## src/rtl/rac_pkg.sv

```systemverilog
// rac_pkg: shared types, register codes and the divide-by-255 helper
// for the RGB alpha composer. No dependencies.

package rac_pkg;

   typedef logic [7:0]  chan_type;
   typedef logic [15:0] prod_type;

   // Channel order inside packed triples: 0 red, 1 green, 2 blue
   localparam int unsigned NumChan = 3;
   localparam chan_type    FullAlpha = 8'd255;

   typedef enum logic [1:0] {
      CSR_CLARITY_ENABLE = 2'd0,
      CSR_CLARITY_LEVEL  = 2'd1,
      CSR_MASK_MODE      = 2'd2
   } csr_index_type;

   typedef enum logic [1:0] {
      MASK_NONE   = 2'd0,
      MASK_SINGLE = 2'd1,
      MASK_TRIPLE = 2'd2
   } mask_mode_type;

   typedef struct packed {
      logic          clarity_enable;
      chan_type      clarity_level;
      mask_mode_type mask_mode;
   } cfg_type;

   typedef struct packed {
      chan_type [NumChan-1:0] bg;
      chan_type [NumChan-1:0] fg;
      chan_type [NumChan-1:0] mask;
   } req_type;

   // Between clarity and mask halves: background, clarity result, mask alpha
   typedef struct packed {
      chan_type [NumChan-1:0] bg;
      chan_type [NumChan-1:0] t;
      chan_type [NumChan-1:0] alpha;
   } mid_type;

   // x*a + y*(255-a); never above 65025
   function automatic prod_type mac255(chan_type x, chan_type y, chan_type a);
      prod_type px;
      prod_type py;
      chan_type inv;
      begin
         inv = FullAlpha - a;
         px  = {8'd0, x} * {8'd0, a};
         py  = {8'd0, y} * {8'd0, inv};
         return px + py;
      end
   endfunction

   // floor(s/255), exact for s up to 65279, which covers every mac255 sum
   function automatic chan_type div255(prod_type s);
      logic [16:0] acc;
      begin
         acc = {1'b0, s} + 17'd1 + {9'd0, s[15:8]};
         return acc[15:8];
      end
   endfunction

endpackage

```

## src/rtl/rac_req_if.sv

```systemverilog
// rac_req_if: input channel of the composer, background, foreground and mask bytes.
// Depends on nothing.

interface rac_req_if;
   logic       valid;
   logic       ready;
   logic [7:0] bg_red;
   logic [7:0] bg_green;
   logic [7:0] bg_blue;
   logic [7:0] fg_red;
   logic [7:0] fg_green;
   logic [7:0] fg_blue;
   logic [7:0] mask_first;
   logic [7:0] mask_second;
   logic [7:0] mask_third;

   modport source (
      output valid, bg_red, bg_green, bg_blue, fg_red, fg_green, fg_blue,
             mask_first, mask_second, mask_third,
      input  ready
   );
   modport sink (
      input  valid, bg_red, bg_green, bg_blue, fg_red, fg_green, fg_blue,
             mask_first, mask_second, mask_third,
      output ready
   );
endinterface

```

## src/rtl/rac_rsp_if.sv

```systemverilog
// rac_rsp_if: result channel of the composer, one composed RGB pixel.
// Depends on nothing.

interface rac_rsp_if;
   logic       valid;
   logic       ready;
   logic [7:0] out_red;
   logic [7:0] out_green;
   logic [7:0] out_blue;

   modport source (output valid, out_red, out_green, out_blue, input ready);
   modport sink   (input valid, out_red, out_green, out_blue, output ready);
endinterface

```

## src/rtl/rgb_alpha_compose.sv

```systemverilog
// rgb_alpha_compose: top level of the RGB alpha composer, four-stage pipeline.
// Depends on rac_pkg, rac_req_if, rac_rsp_if, rac_csr, rac_clarity, rac_mask.
//
//   channel   direction  handshake             payload
//   req_bus   in         valid/ready           bg_*, fg_*, mask_first/second/third
//   rsp_bus   out        valid/ready           out_red, out_green, out_blue
//   csr_*     in         csr_write_enable      csr_index, csr_write_data
//
// One pixel per clock while rsp_bus is ready; a result passes the clarity multiply,
// divide, mask multiply and divide registers in that order before it is offered.
// Synchronous reset clears the stage valid bits and loads the register defaults.
// Each stage holds while the next is full and stalled; ready is formed per stage,
// so bubbles close up and req_bus.ready stays high while a stage is free.

module rgb_alpha_compose (
   input  logic       clock,
   input  logic       reset,
   rac_req_if.sink    req_bus,
   rac_rsp_if.source  rsp_bus,
   input  logic       csr_write_enable,
   input  logic [1:0] csr_index,
   input  logic [7:0] csr_write_data
);

   rac_pkg::cfg_type                             cfg;
   rac_pkg::req_type                             req_data;
   rac_pkg::mid_type                             mid_data;
   logic                                         mid_valid;
   logic                                         mid_ready;
   rac_pkg::chan_type [rac_pkg::NumChan-1:0]     pixel;

   assign req_data.bg   = {req_bus.bg_blue, req_bus.bg_green, req_bus.bg_red};
   assign req_data.fg   = {req_bus.fg_blue, req_bus.fg_green, req_bus.fg_red};
   assign req_data.mask = {req_bus.mask_third, req_bus.mask_second, req_bus.mask_first};

   rac_csr u_csr (
      .clock            (clock),
      .reset            (reset),
      .csr_write_enable (csr_write_enable),
      .csr_index        (csr_index),
      .csr_write_data   (csr_write_data),
      .cfg              (cfg)
   );

   rac_clarity u_clarity (
      .clock     (clock),
      .reset     (reset),
      .cfg       (cfg),
      .in_valid  (req_bus.valid),
      .in_ready  (req_bus.ready),
      .in_data   (req_data),
      .out_valid (mid_valid),
      .out_ready (mid_ready),
      .out_data  (mid_data)
   );

   rac_mask u_mask (
      .clock     (clock),
      .reset     (reset),
      .in_valid  (mid_valid),
      .in_ready  (mid_ready),
      .in_data   (mid_data),
      .out_valid (rsp_bus.valid),
      .out_ready (rsp_bus.ready),
      .out_pixel (pixel)
   );

   assign rsp_bus.out_red   = pixel[0];
   assign rsp_bus.out_green = pixel[1];
   assign rsp_bus.out_blue  = pixel[2];

endmodule

```

## src/rtl/rac_csr.sv

```systemverilog
// rac_csr: configuration registers of the composer.
// Depends on rac_pkg.

module rac_csr (
   input  logic                 clock,
   input  logic                 reset,
   input  logic                 csr_write_enable,
   input  logic [1:0]           csr_index,
   input  logic [7:0]           csr_write_data,
   output rac_pkg::cfg_type     cfg
);

   rac_pkg::cfg_type cfg_ff;
   rac_pkg::cfg_type cfg_in;

   always_comb begin
      cfg_in = cfg_ff;
      if (csr_write_enable) begin
         case (rac_pkg::csr_index_type'(csr_index))
            rac_pkg::CSR_CLARITY_ENABLE: cfg_in.clarity_enable = csr_write_data[0];
            rac_pkg::CSR_CLARITY_LEVEL:  cfg_in.clarity_level  = csr_write_data;
            rac_pkg::CSR_MASK_MODE:
               cfg_in.mask_mode = rac_pkg::mask_mode_type'(csr_write_data[1:0]);
            default: ;  // unknown index: ignored
         endcase
      end
   end

   always_ff @(posedge clock) begin
      if (reset) begin
         cfg_ff.clarity_enable <= 1'b0;
         cfg_ff.clarity_level  <= rac_pkg::FullAlpha;
         cfg_ff.mask_mode      <= rac_pkg::MASK_NONE;
      end else begin
         cfg_ff <= cfg_in;
      end
   end

   assign cfg = cfg_ff;

endmodule

```

## src/rtl/rac_clarity.sv

```systemverilog
// rac_clarity: stages 1 and 2, clarity blend t = blend(fg, bg, level) and mask resolve.
// Depends on rac_pkg.

module rac_clarity (
   input  logic                 clock,
   input  logic                 reset,
   input  rac_pkg::cfg_type     cfg,
   input  logic                 in_valid,
   output logic                 in_ready,
   input  rac_pkg::req_type     in_data,
   output logic                 out_valid,
   input  logic                 out_ready,
   output rac_pkg::mid_type     out_data
);

   localparam int unsigned NumChan = rac_pkg::NumChan;

   logic                                 v1_ff;
   logic                                 v2_ff;
   rac_pkg::prod_type [NumChan-1:0]      sum1_ff, sum1_in;
   rac_pkg::chan_type [NumChan-1:0]      bg1_ff;
   rac_pkg::chan_type [NumChan-1:0]      alpha1_ff, alpha1_in;
   rac_pkg::mid_type                     mid2_ff, mid2_in;
   rac_pkg::chan_type                    level;
   logic                                 adv1;
   logic                                 adv2;

   assign adv2     = !v2_ff || out_ready;
   assign adv1     = !v1_ff || adv2;
   assign in_ready = adv1;

   // Clarity off: weight 255 on fg, which the divide returns unchanged
   assign level = cfg.clarity_enable ? cfg.clarity_level : rac_pkg::FullAlpha;

   always_comb begin
      for (int i = 0; i < NumChan; i++) begin
         sum1_in[i] = rac_pkg::mac255(in_data.fg[i], in_data.bg[i], level);
         case (cfg.mask_mode)
            rac_pkg::MASK_SINGLE: alpha1_in[i] = in_data.mask[0];
            rac_pkg::MASK_TRIPLE: alpha1_in[i] = in_data.mask[i];
            default:              alpha1_in[i] = 8'd0;  // alpha 0 passes t through
         endcase
      end
   end

   always_comb begin
      mid2_in.bg    = bg1_ff;
      mid2_in.alpha = alpha1_ff;
      for (int i = 0; i < NumChan; i++) begin
         mid2_in.t[i] = rac_pkg::div255(sum1_ff[i]);
      end
   end

   always_ff @(posedge clock) begin
      if (reset) begin
         v1_ff <= 1'b0;
         v2_ff <= 1'b0;
      end else begin
         if (adv1) v1_ff <= in_valid;
         if (adv2) v2_ff <= v1_ff;
      end
   end

   always_ff @(posedge clock) begin
      if (adv1 && in_valid) begin
         sum1_ff   <= sum1_in;
         bg1_ff    <= in_data.bg;
         alpha1_ff <= alpha1_in;
      end
      if (adv2 && v1_ff) begin
         mid2_ff <= mid2_in;
      end
   end

   assign out_valid = v2_ff;
   assign out_data  = mid2_ff;

endmodule

```

## src/rtl/rac_mask.sv

```systemverilog
// rac_mask: stages 3 and 4, mask blend blend(bg, t, alpha) and output register.
// Depends on rac_pkg.

module rac_mask (
   input  logic                                  clock,
   input  logic                                  reset,
   input  logic                                  in_valid,
   output logic                                  in_ready,
   input  rac_pkg::mid_type                      in_data,
   output logic                                  out_valid,
   input  logic                                  out_ready,
   output rac_pkg::chan_type [rac_pkg::NumChan-1:0] out_pixel
);

   localparam int unsigned NumChan = rac_pkg::NumChan;

   logic                                 v3_ff;
   logic                                 v4_ff;
   rac_pkg::prod_type [NumChan-1:0]      sum3_ff, sum3_in;
   rac_pkg::chan_type [NumChan-1:0]      pix4_ff, pix4_in;
   logic                                 adv3;
   logic                                 adv4;

   assign adv4     = !v4_ff || out_ready;
   assign adv3     = !v3_ff || adv4;
   assign in_ready = adv3;

   always_comb begin
      for (int i = 0; i < NumChan; i++) begin
         sum3_in[i] = rac_pkg::mac255(in_data.bg[i], in_data.t[i], in_data.alpha[i]);
         pix4_in[i] = rac_pkg::div255(sum3_ff[i]);
      end
   end

   always_ff @(posedge clock) begin
      if (reset) begin
         v3_ff <= 1'b0;
         v4_ff <= 1'b0;
      end else begin
         if (adv3) v3_ff <= in_valid;
         if (adv4) v4_ff <= v3_ff;
      end
   end

   always_ff @(posedge clock) begin
      if (adv3 && in_valid) sum3_ff <= sum3_in;
      if (adv4 && v3_ff)    pix4_ff <= pix4_in;
   end

   assign out_valid = v4_ff;
   assign out_pixel = pix4_ff;

endmodule

```

## src/flat_wrapper.sv

```systemverilog
// flat-port wrapper written by rule: the top's interface ports become plain ports
module rgb_alpha_compose_flat 
  (clock, reset, csr_write_enable, csr_index, csr_write_data, req_bus_valid, req_bus_bg_red, req_bus_bg_green, req_bus_bg_blue, req_bus_fg_red, req_bus_fg_green, req_bus_fg_blue, req_bus_mask_first, req_bus_mask_second, req_bus_mask_third, req_bus_ready, rsp_bus_valid, rsp_bus_out_red, rsp_bus_out_green, rsp_bus_out_blue, rsp_bus_ready);
  rac_req_if req_bus_i ();
  rac_rsp_if rsp_bus_i ();
  input  logic clock;
  input  logic reset;
  input  logic csr_write_enable;
  input  logic [1:0] csr_index;
  input  logic [7:0] csr_write_data;
  input wire logic [$bits(req_bus_i.valid)-1:0] req_bus_valid;
  input wire logic [$bits(req_bus_i.bg_red)-1:0] req_bus_bg_red;
  input wire logic [$bits(req_bus_i.bg_green)-1:0] req_bus_bg_green;
  input wire logic [$bits(req_bus_i.bg_blue)-1:0] req_bus_bg_blue;
  input wire logic [$bits(req_bus_i.fg_red)-1:0] req_bus_fg_red;
  input wire logic [$bits(req_bus_i.fg_green)-1:0] req_bus_fg_green;
  input wire logic [$bits(req_bus_i.fg_blue)-1:0] req_bus_fg_blue;
  input wire logic [$bits(req_bus_i.mask_first)-1:0] req_bus_mask_first;
  input wire logic [$bits(req_bus_i.mask_second)-1:0] req_bus_mask_second;
  input wire logic [$bits(req_bus_i.mask_third)-1:0] req_bus_mask_third;
  output wire logic [$bits(req_bus_i.ready)-1:0] req_bus_ready;
  output wire logic [$bits(rsp_bus_i.valid)-1:0] rsp_bus_valid;
  output wire logic [$bits(rsp_bus_i.out_red)-1:0] rsp_bus_out_red;
  output wire logic [$bits(rsp_bus_i.out_green)-1:0] rsp_bus_out_green;
  output wire logic [$bits(rsp_bus_i.out_blue)-1:0] rsp_bus_out_blue;
  input wire logic [$bits(rsp_bus_i.ready)-1:0] rsp_bus_ready;
  assign req_bus_i.valid = req_bus_valid;
  assign req_bus_i.bg_red = req_bus_bg_red;
  assign req_bus_i.bg_green = req_bus_bg_green;
  assign req_bus_i.bg_blue = req_bus_bg_blue;
  assign req_bus_i.fg_red = req_bus_fg_red;
  assign req_bus_i.fg_green = req_bus_fg_green;
  assign req_bus_i.fg_blue = req_bus_fg_blue;
  assign req_bus_i.mask_first = req_bus_mask_first;
  assign req_bus_i.mask_second = req_bus_mask_second;
  assign req_bus_i.mask_third = req_bus_mask_third;
  assign req_bus_ready = req_bus_i.ready;
  assign rsp_bus_valid = rsp_bus_i.valid;
  assign rsp_bus_out_red = rsp_bus_i.out_red;
  assign rsp_bus_out_green = rsp_bus_i.out_green;
  assign rsp_bus_out_blue = rsp_bus_i.out_blue;
  assign rsp_bus_i.ready = rsp_bus_ready;
  rgb_alpha_compose u_core (.clock(clock), .reset(reset), .req_bus(req_bus_i), .rsp_bus(rsp_bus_i), .csr_write_enable(csr_write_enable), .csr_index(csr_index), .csr_write_data(csr_write_data));
endmodule
```

## config.mk

```make
export PLATFORM = sky130hd
export DESIGN_NAME = rgb_alpha_compose_flat
export DESIGN_NICKNAME = d
export VERILOG_FILES = /design/src/rtl/rac_pkg.sv /design/src/rtl/rac_req_if.sv /design/src/rtl/rac_rsp_if.sv /design/src/rtl/rgb_alpha_compose.sv /design/src/rtl/rac_csr.sv /design/src/rtl/rac_clarity.sv /design/src/rtl/rac_mask.sv /design/src/flat_wrapper.sv
export SDC_FILE = /design/constraint.sdc
export NUM_CORES = 2
export LEC_CHECK = 0
export ABC_CLOCK_PERIOD_IN_PS = 8500
export BUFFER_PORTS_ARGS = -buffer_cell sky130_fd_sc_hd__buf_2
export CAP_MARGIN = 20
export CORE_UTILIZATION = 56
export DETAILED_ROUTE_END_ITERATION = 12
export GPL_TIMING_DRIVEN = 0
export PLACE_DENSITY = 0.73
export SYNTH_ARGS = -nofsm -noshare
export SYNTH_HDL_FRONTEND = slang
export SYNTH_SLANG_ARGS = --single-unit
```

## constraint.sdc

```tcl
create_clock -name clock -period 8.5 [get_ports clock]
set_input_delay 0.85 -clock clock [delete_from_list [all_inputs] [get_ports clock]]
set_output_delay 0.85 -clock clock [all_outputs]
set_load 0.01 [all_outputs]
```

### After elaboration in Yosys (flattened, before gate mapping)

Cells that the tools add are included.

* flip-flop bits (word level): 255
* input port bits: 87
* word-level logic and storage cells: 89

* add/sub/neg operators: 22
* multiply operators: 12
* equality and inequality tests: 4
* mux-type cells: 3
* reductions and logical operators: 17

Operators by type and width (number)
* 8-bit by 8-bit multiplier with 16-bit output: 12
* 16-bit by 1-bit adder with 16-bit output, second input constant: 6
* 16-bit adder: 6
* 16-bit by 8-bit adder with 16-bit output: 6
* 8-bit case mux with 2 select lines: 2
* 8-bit subtractor, first input constant: 4
* 8-bit two-way mux: 1
* 2-bit AND reduction: 3
* 2-bit by 1-bit == test with 1-bit output, second input constant: 2
* 2-bit == test, second input constant: 2
* 1-bit logical AND: 4
* 1-bit zero test: 4
* 1-bit logical OR: 4
* 2-bit zero test: 1
* 2-bit OR reduction: 1

### Logic depth before layout (Yosys ltp)

* word-level depth: 6
* mapped depth: 23
* gate-level depth less buffers: 21

### Modules after synthesis

A second synthesis with hierarchy kept.

* cells, all modules: 3596
* area, all modules: 36281.0 µm²

Modules (own cells, without submodules)
* rac_clarity: instances 1, cells an instance 1883, area an instance 19577.5 µm², sequential area each 5084.9 µm²
* rac_mask: instances 1, cells an instance 1664, area an instance 16235.6 µm², sequential area each 2202.1 µm²
* rac_csr: instances 1, cells an instance 49, area an instance 467.9 µm², sequential area each 220.2 µm²

### Worst setup path after synthesis

Ideal clock, no wire load.

* path type: input to register
* start point: input rsp_bus_ready
* end point: register u_core.u_clarity.alpha1_ff[0] (netlist bit) (enable)
* data arrival time: 5799 ps
* path slack: 2119 ps
* stages: 3
* cell sequence: nor2b_1 > and3_1 > a21oi_1

* word-level cells in the longest chain between the ends: 5

Ends and longest elaborated chain
* start: declaration: line flat_wrapper.sv:26 `input wire logic [$bits(rsp_bus_i.ready)-1:0] rsp_bus_ready;`
* 1-bit logical OR: line rac_mask.sv:24 `assign adv4 = !v4_ff || out_ready;`
* 1-bit logical OR: line rac_mask.sv:25 `assign adv3 = !v3_ff || adv4;`
* 1-bit logical OR: line rac_clarity.sv:28 `assign adv2 = !v2_ff || out_ready;`
* 1-bit logical OR: line rac_clarity.sv:29 `assign adv1 = !v1_ff || adv2;`
* 1-bit logical AND: line rac_clarity.sv:65 `if (adv1 && in_valid) begin`
* end signal: assignment: line rac_clarity.sv:68 `alpha1_ff <= alpha1_in;`
* end: declaration: line rac_clarity.sv:22 `rac_pkg::chan_type [NumChan-1:0] alpha1_ff, alpha1_in;`

Every way passes these cells.
A chain may end at the register's enable or synchronous reset.

==> summary.md <==
| Metric | Value |
|---|---|
| Skew-Pair Late Insertion Delay | 0.61 ns |
| CTS Buf Count | 30 |
| R2r startpoint | u_core.u_csr.cfg[10] |
| Syn_area_per_cell | 10.16 um2 |
| Clock sink count | 255 |
| DR pass1 iterations | 5 |
| Number of vias per cell | 5.281 |
| Residual DRC count | 0 |
| CP endpoint kind | flip-flop |
| Async SR Flop Fraction | 0% |
| IO Count | 113 |
| Reg clk slew, reported paths | 0.07 ns |
| Worst setup path startpoint | u_core.u_csr.cfg[10] |
| Antenna Nets Post-Route | 0 |
| H-tree lvl count | 1 |
| Grt total ovfl | 0 |
| Drt total wl | 79380 um |
| Sequential-to-total area share from yosys stat | 20.96% |
| HPWL Detailed | 66020 um |
| Syn. warnings | 0 |
| Slew headroom | 39.19% |
| Fmax | 136.4 MHz |
| # Post-CTS Setup Buffers | 0 |
| Hold Startpoint | u_core.u_clarity.bg1_ff[4] |
| Outcome | finished clean |
| Critical path peak fanout | 10 |
| Crit Path Class | reg2reg |
| Vias | 24080 |
| Post-synth top flop | edfxtp_1 |
| Area share of fa/ha/maj cells after synthesis | 46.72% |
| Actual slew at the worst max-slew pin | 0.9103 ns |
| Synthesized flop and latch total | 255 |
| CTS max path bufs | 3 |
| CTS Hold Bufs | 0 |
| Distinct cells, synth | 61 |
| Root buf cell | clkbuf_16 |
| XOR/XNOR share of the synthesized area | 3.276% |
| Syn Inst Count | 3526 |
| Placer congestion estimate | 0.8895 |
| Placed cell area | 37630 um2 |
| Placed cells | 4496 |
| IO Port Bufs | 112 |
| Std cell rows | 92 |
| Initial antenna violation count | 13 |
| Iter 0 DRT Violations | 1306 |
| Area of the die | 64990 um2 |
| Commonest non-fill, non-tap cells in the layout | inv_1, fa_1, ha_1 |
| Worst Path Arrival | 7.67 ns |
| Final setup violation count | 0 |
| Top cells by area, synth | fa_1, edfxtp_1, ha_1 |
| Design area | 38660 um2 |
| Tmin final | 7.330 ns |
| WL/cell | 17.41 um |
| Die Y | 254.9 um |
| Cell Area, Synth | 35820 um2 |
| First-pass GRT wire length | 130300 um |
| Mux cell area share after synthesis | 0.1781% |
| Most common cell after layout, fill and taps aside | inv_1 |
| Core area | 63200 um2 |
| Simple-Gate Fraction of Synth Area | 15.21% |
| Synth Area in Compound Gates | 4.547% |
| Main combinational cell family by area after synthesis | adder cells |
| Vias in the first global route | 25370 |
| Worst hold path type | reg2reg |
| Clock Skew | 0.05617 ns |
| Resized cells post-CTS | 0 |
| Number of synthesized flops with an enable pin | 240 |
| Startpoint Class | flip-flop |
| Fin util | 61.18% |
| Required time worst endpoint | 8.84 ns |
| Period utilization | 86.24% |
| Starting Density | 56.69% |
| Share of cells above drive strength 1 | 5.262% |
| Largest area contributor in the netlist | fa_1 |
| Pin count of the biggest net entering global routing | 37 |
| Chip Width | 254.9 um |
| Final hold violations | 0 |
| Nets | 4761 |
| Area grow syn2layout | 7.918% |
| Share of the synthesized area in the top cell type | 32.19% |
| Unrepaired setup endpoints after global routing | no |
| Slew Limit Fails | 0 |
| CTS tree | done |
| Post-Layout Cell Count | 4559 |
| Tot GR Track Use | 25.83% |
| Maximum capacitance violations | 0 |
-- final timing paths --
kind                                   endpoint  slack [ns]  depth (start not counted)
setup reg to reg   u_core.u_clarity.sum1_ff[15]        1.17                         21
hold reg to reg   u_core.u_clarity.out_data[52]        0.40                          0
hold / removal    u_core.u_clarity.out_data[52]        0.40                          0
setup / recovery   u_core.u_clarity.sum1_ff[15]        1.17                         21
-- synth_stat cells, types with 4 or more instances --
| cell type | n |
|---|---|
| inv_1 | 802 |
| fa_1 | 576 |
| ha_1 | 416 |
| and2_1 | 341 |
| nand2_1 | 317 |
| edfxtp_1 | 240 |
| nor2b_1 | 142 |
| xnor2_1 | 102 |
| nand2b_1 | 90 |
| a21oi_1 | 86 |
| clkbuf_1 | 65 |
| nor2_1 | 57 |
| o21ai_0 | 46 |
| xor2_1 | 32 |
| a21o_1 | 29 |
| nand3_1 | 20 |
| a211oi_1 | 17 |
| and3_1 | 17 |
| dfxtp_1 | 15 |
| nand3b_1 | 10 |
| nand4_1 | 10 |
| o21bai_1 | 10 |
| nor3_1 | 7 |
| o21a_1 | 7 |
| a31o_2 | 6 |
| a31oi_1 | 5 |
| o31ai_1 | 5 |
| a21boi_0 | 4 |
-- state kept, by name, summed over array words and instances (netlist names), 11 cells and up --
signal and flops:
u_core.u_mask.sum3_ff 48, u_core.u_csr.cfg 11, u_core.u_clarity.bg1_ff 24, u_core.u_mask.out_pixel 24
u_core.u_clarity.sum1_ff 48, u_core.u_clarity.out_data 72, u_core.u_clarity.alpha1_ff 24
-- layout make-up --
class,count,area (um2)
Inverter,802,3010
Fill cell,5213,24530
Sequential cell,255,7507
Clock buffer,34,765.7
Tap cell,846,1059
Buffer,67,251.5
Timing Repair Buffer,119,695.7
Clock inverter,22,247.7
Multi-Input combinational cell,2407,25110
Antenna cell,7,17.52
-- per-layer routing --
layer  up-vias  global-route usage, %  wire length [um]
li1      11170                      -                 -
met1     12090                  33.44             33010
met2       641                  44.25             38810
met3       160                  3.376              4426
met4        14                  9.786              3046
met5         -                      0                87
-- cell families after synthesis --
| group | after synthesis |
|---|---|
| simple gates | 1022 |
| fa+ha+maj | 992 |
| buf+inv | 869 |
| flops | 255 |
| compound gates | 247 |
| xor+xnor | 134 |
| mux | 6 |
| other cells | 1 |
-- worst max-delay path, cell delays in order, from the launching register on --
cell	delay, ns
dfxtp_1	0.54
clkbuf_1	0.43
nor2b_1	0.78
clkbuf_1	0.67
and2_1	0.24
fa_1	0.42
inv_1	0.08
fa_1	0.41
inv_1	0.08
fa_1	0.43
fa_1	0.46
fa_1	0.49
inv_1	0.05
fa_1	0.47
inv_1	0.04
ha_1	0.34
and2_1	0.21
a21oi_1	0.12
a21boi_0	0.33
o21ai_0	0.14
a21oi_1	0.18
xnor2_1	0.12
-- stage by stage --
step	TNS, ns	hold slack, ns	setup WS [ns]
detailed placement	0	0.4045	1.284
global placement	-0.1660	0.4002	-0.009299
finish	0	0.4048	1.170
CTS	0	0.4032	1.247
floorplan	0	0.4003	2.119
global route	0	0.4036	0.9439
Power is left out: the tool's default activity adds up to more than one toggle a clock period on the data nets, which glitch-free logic cannot reach.
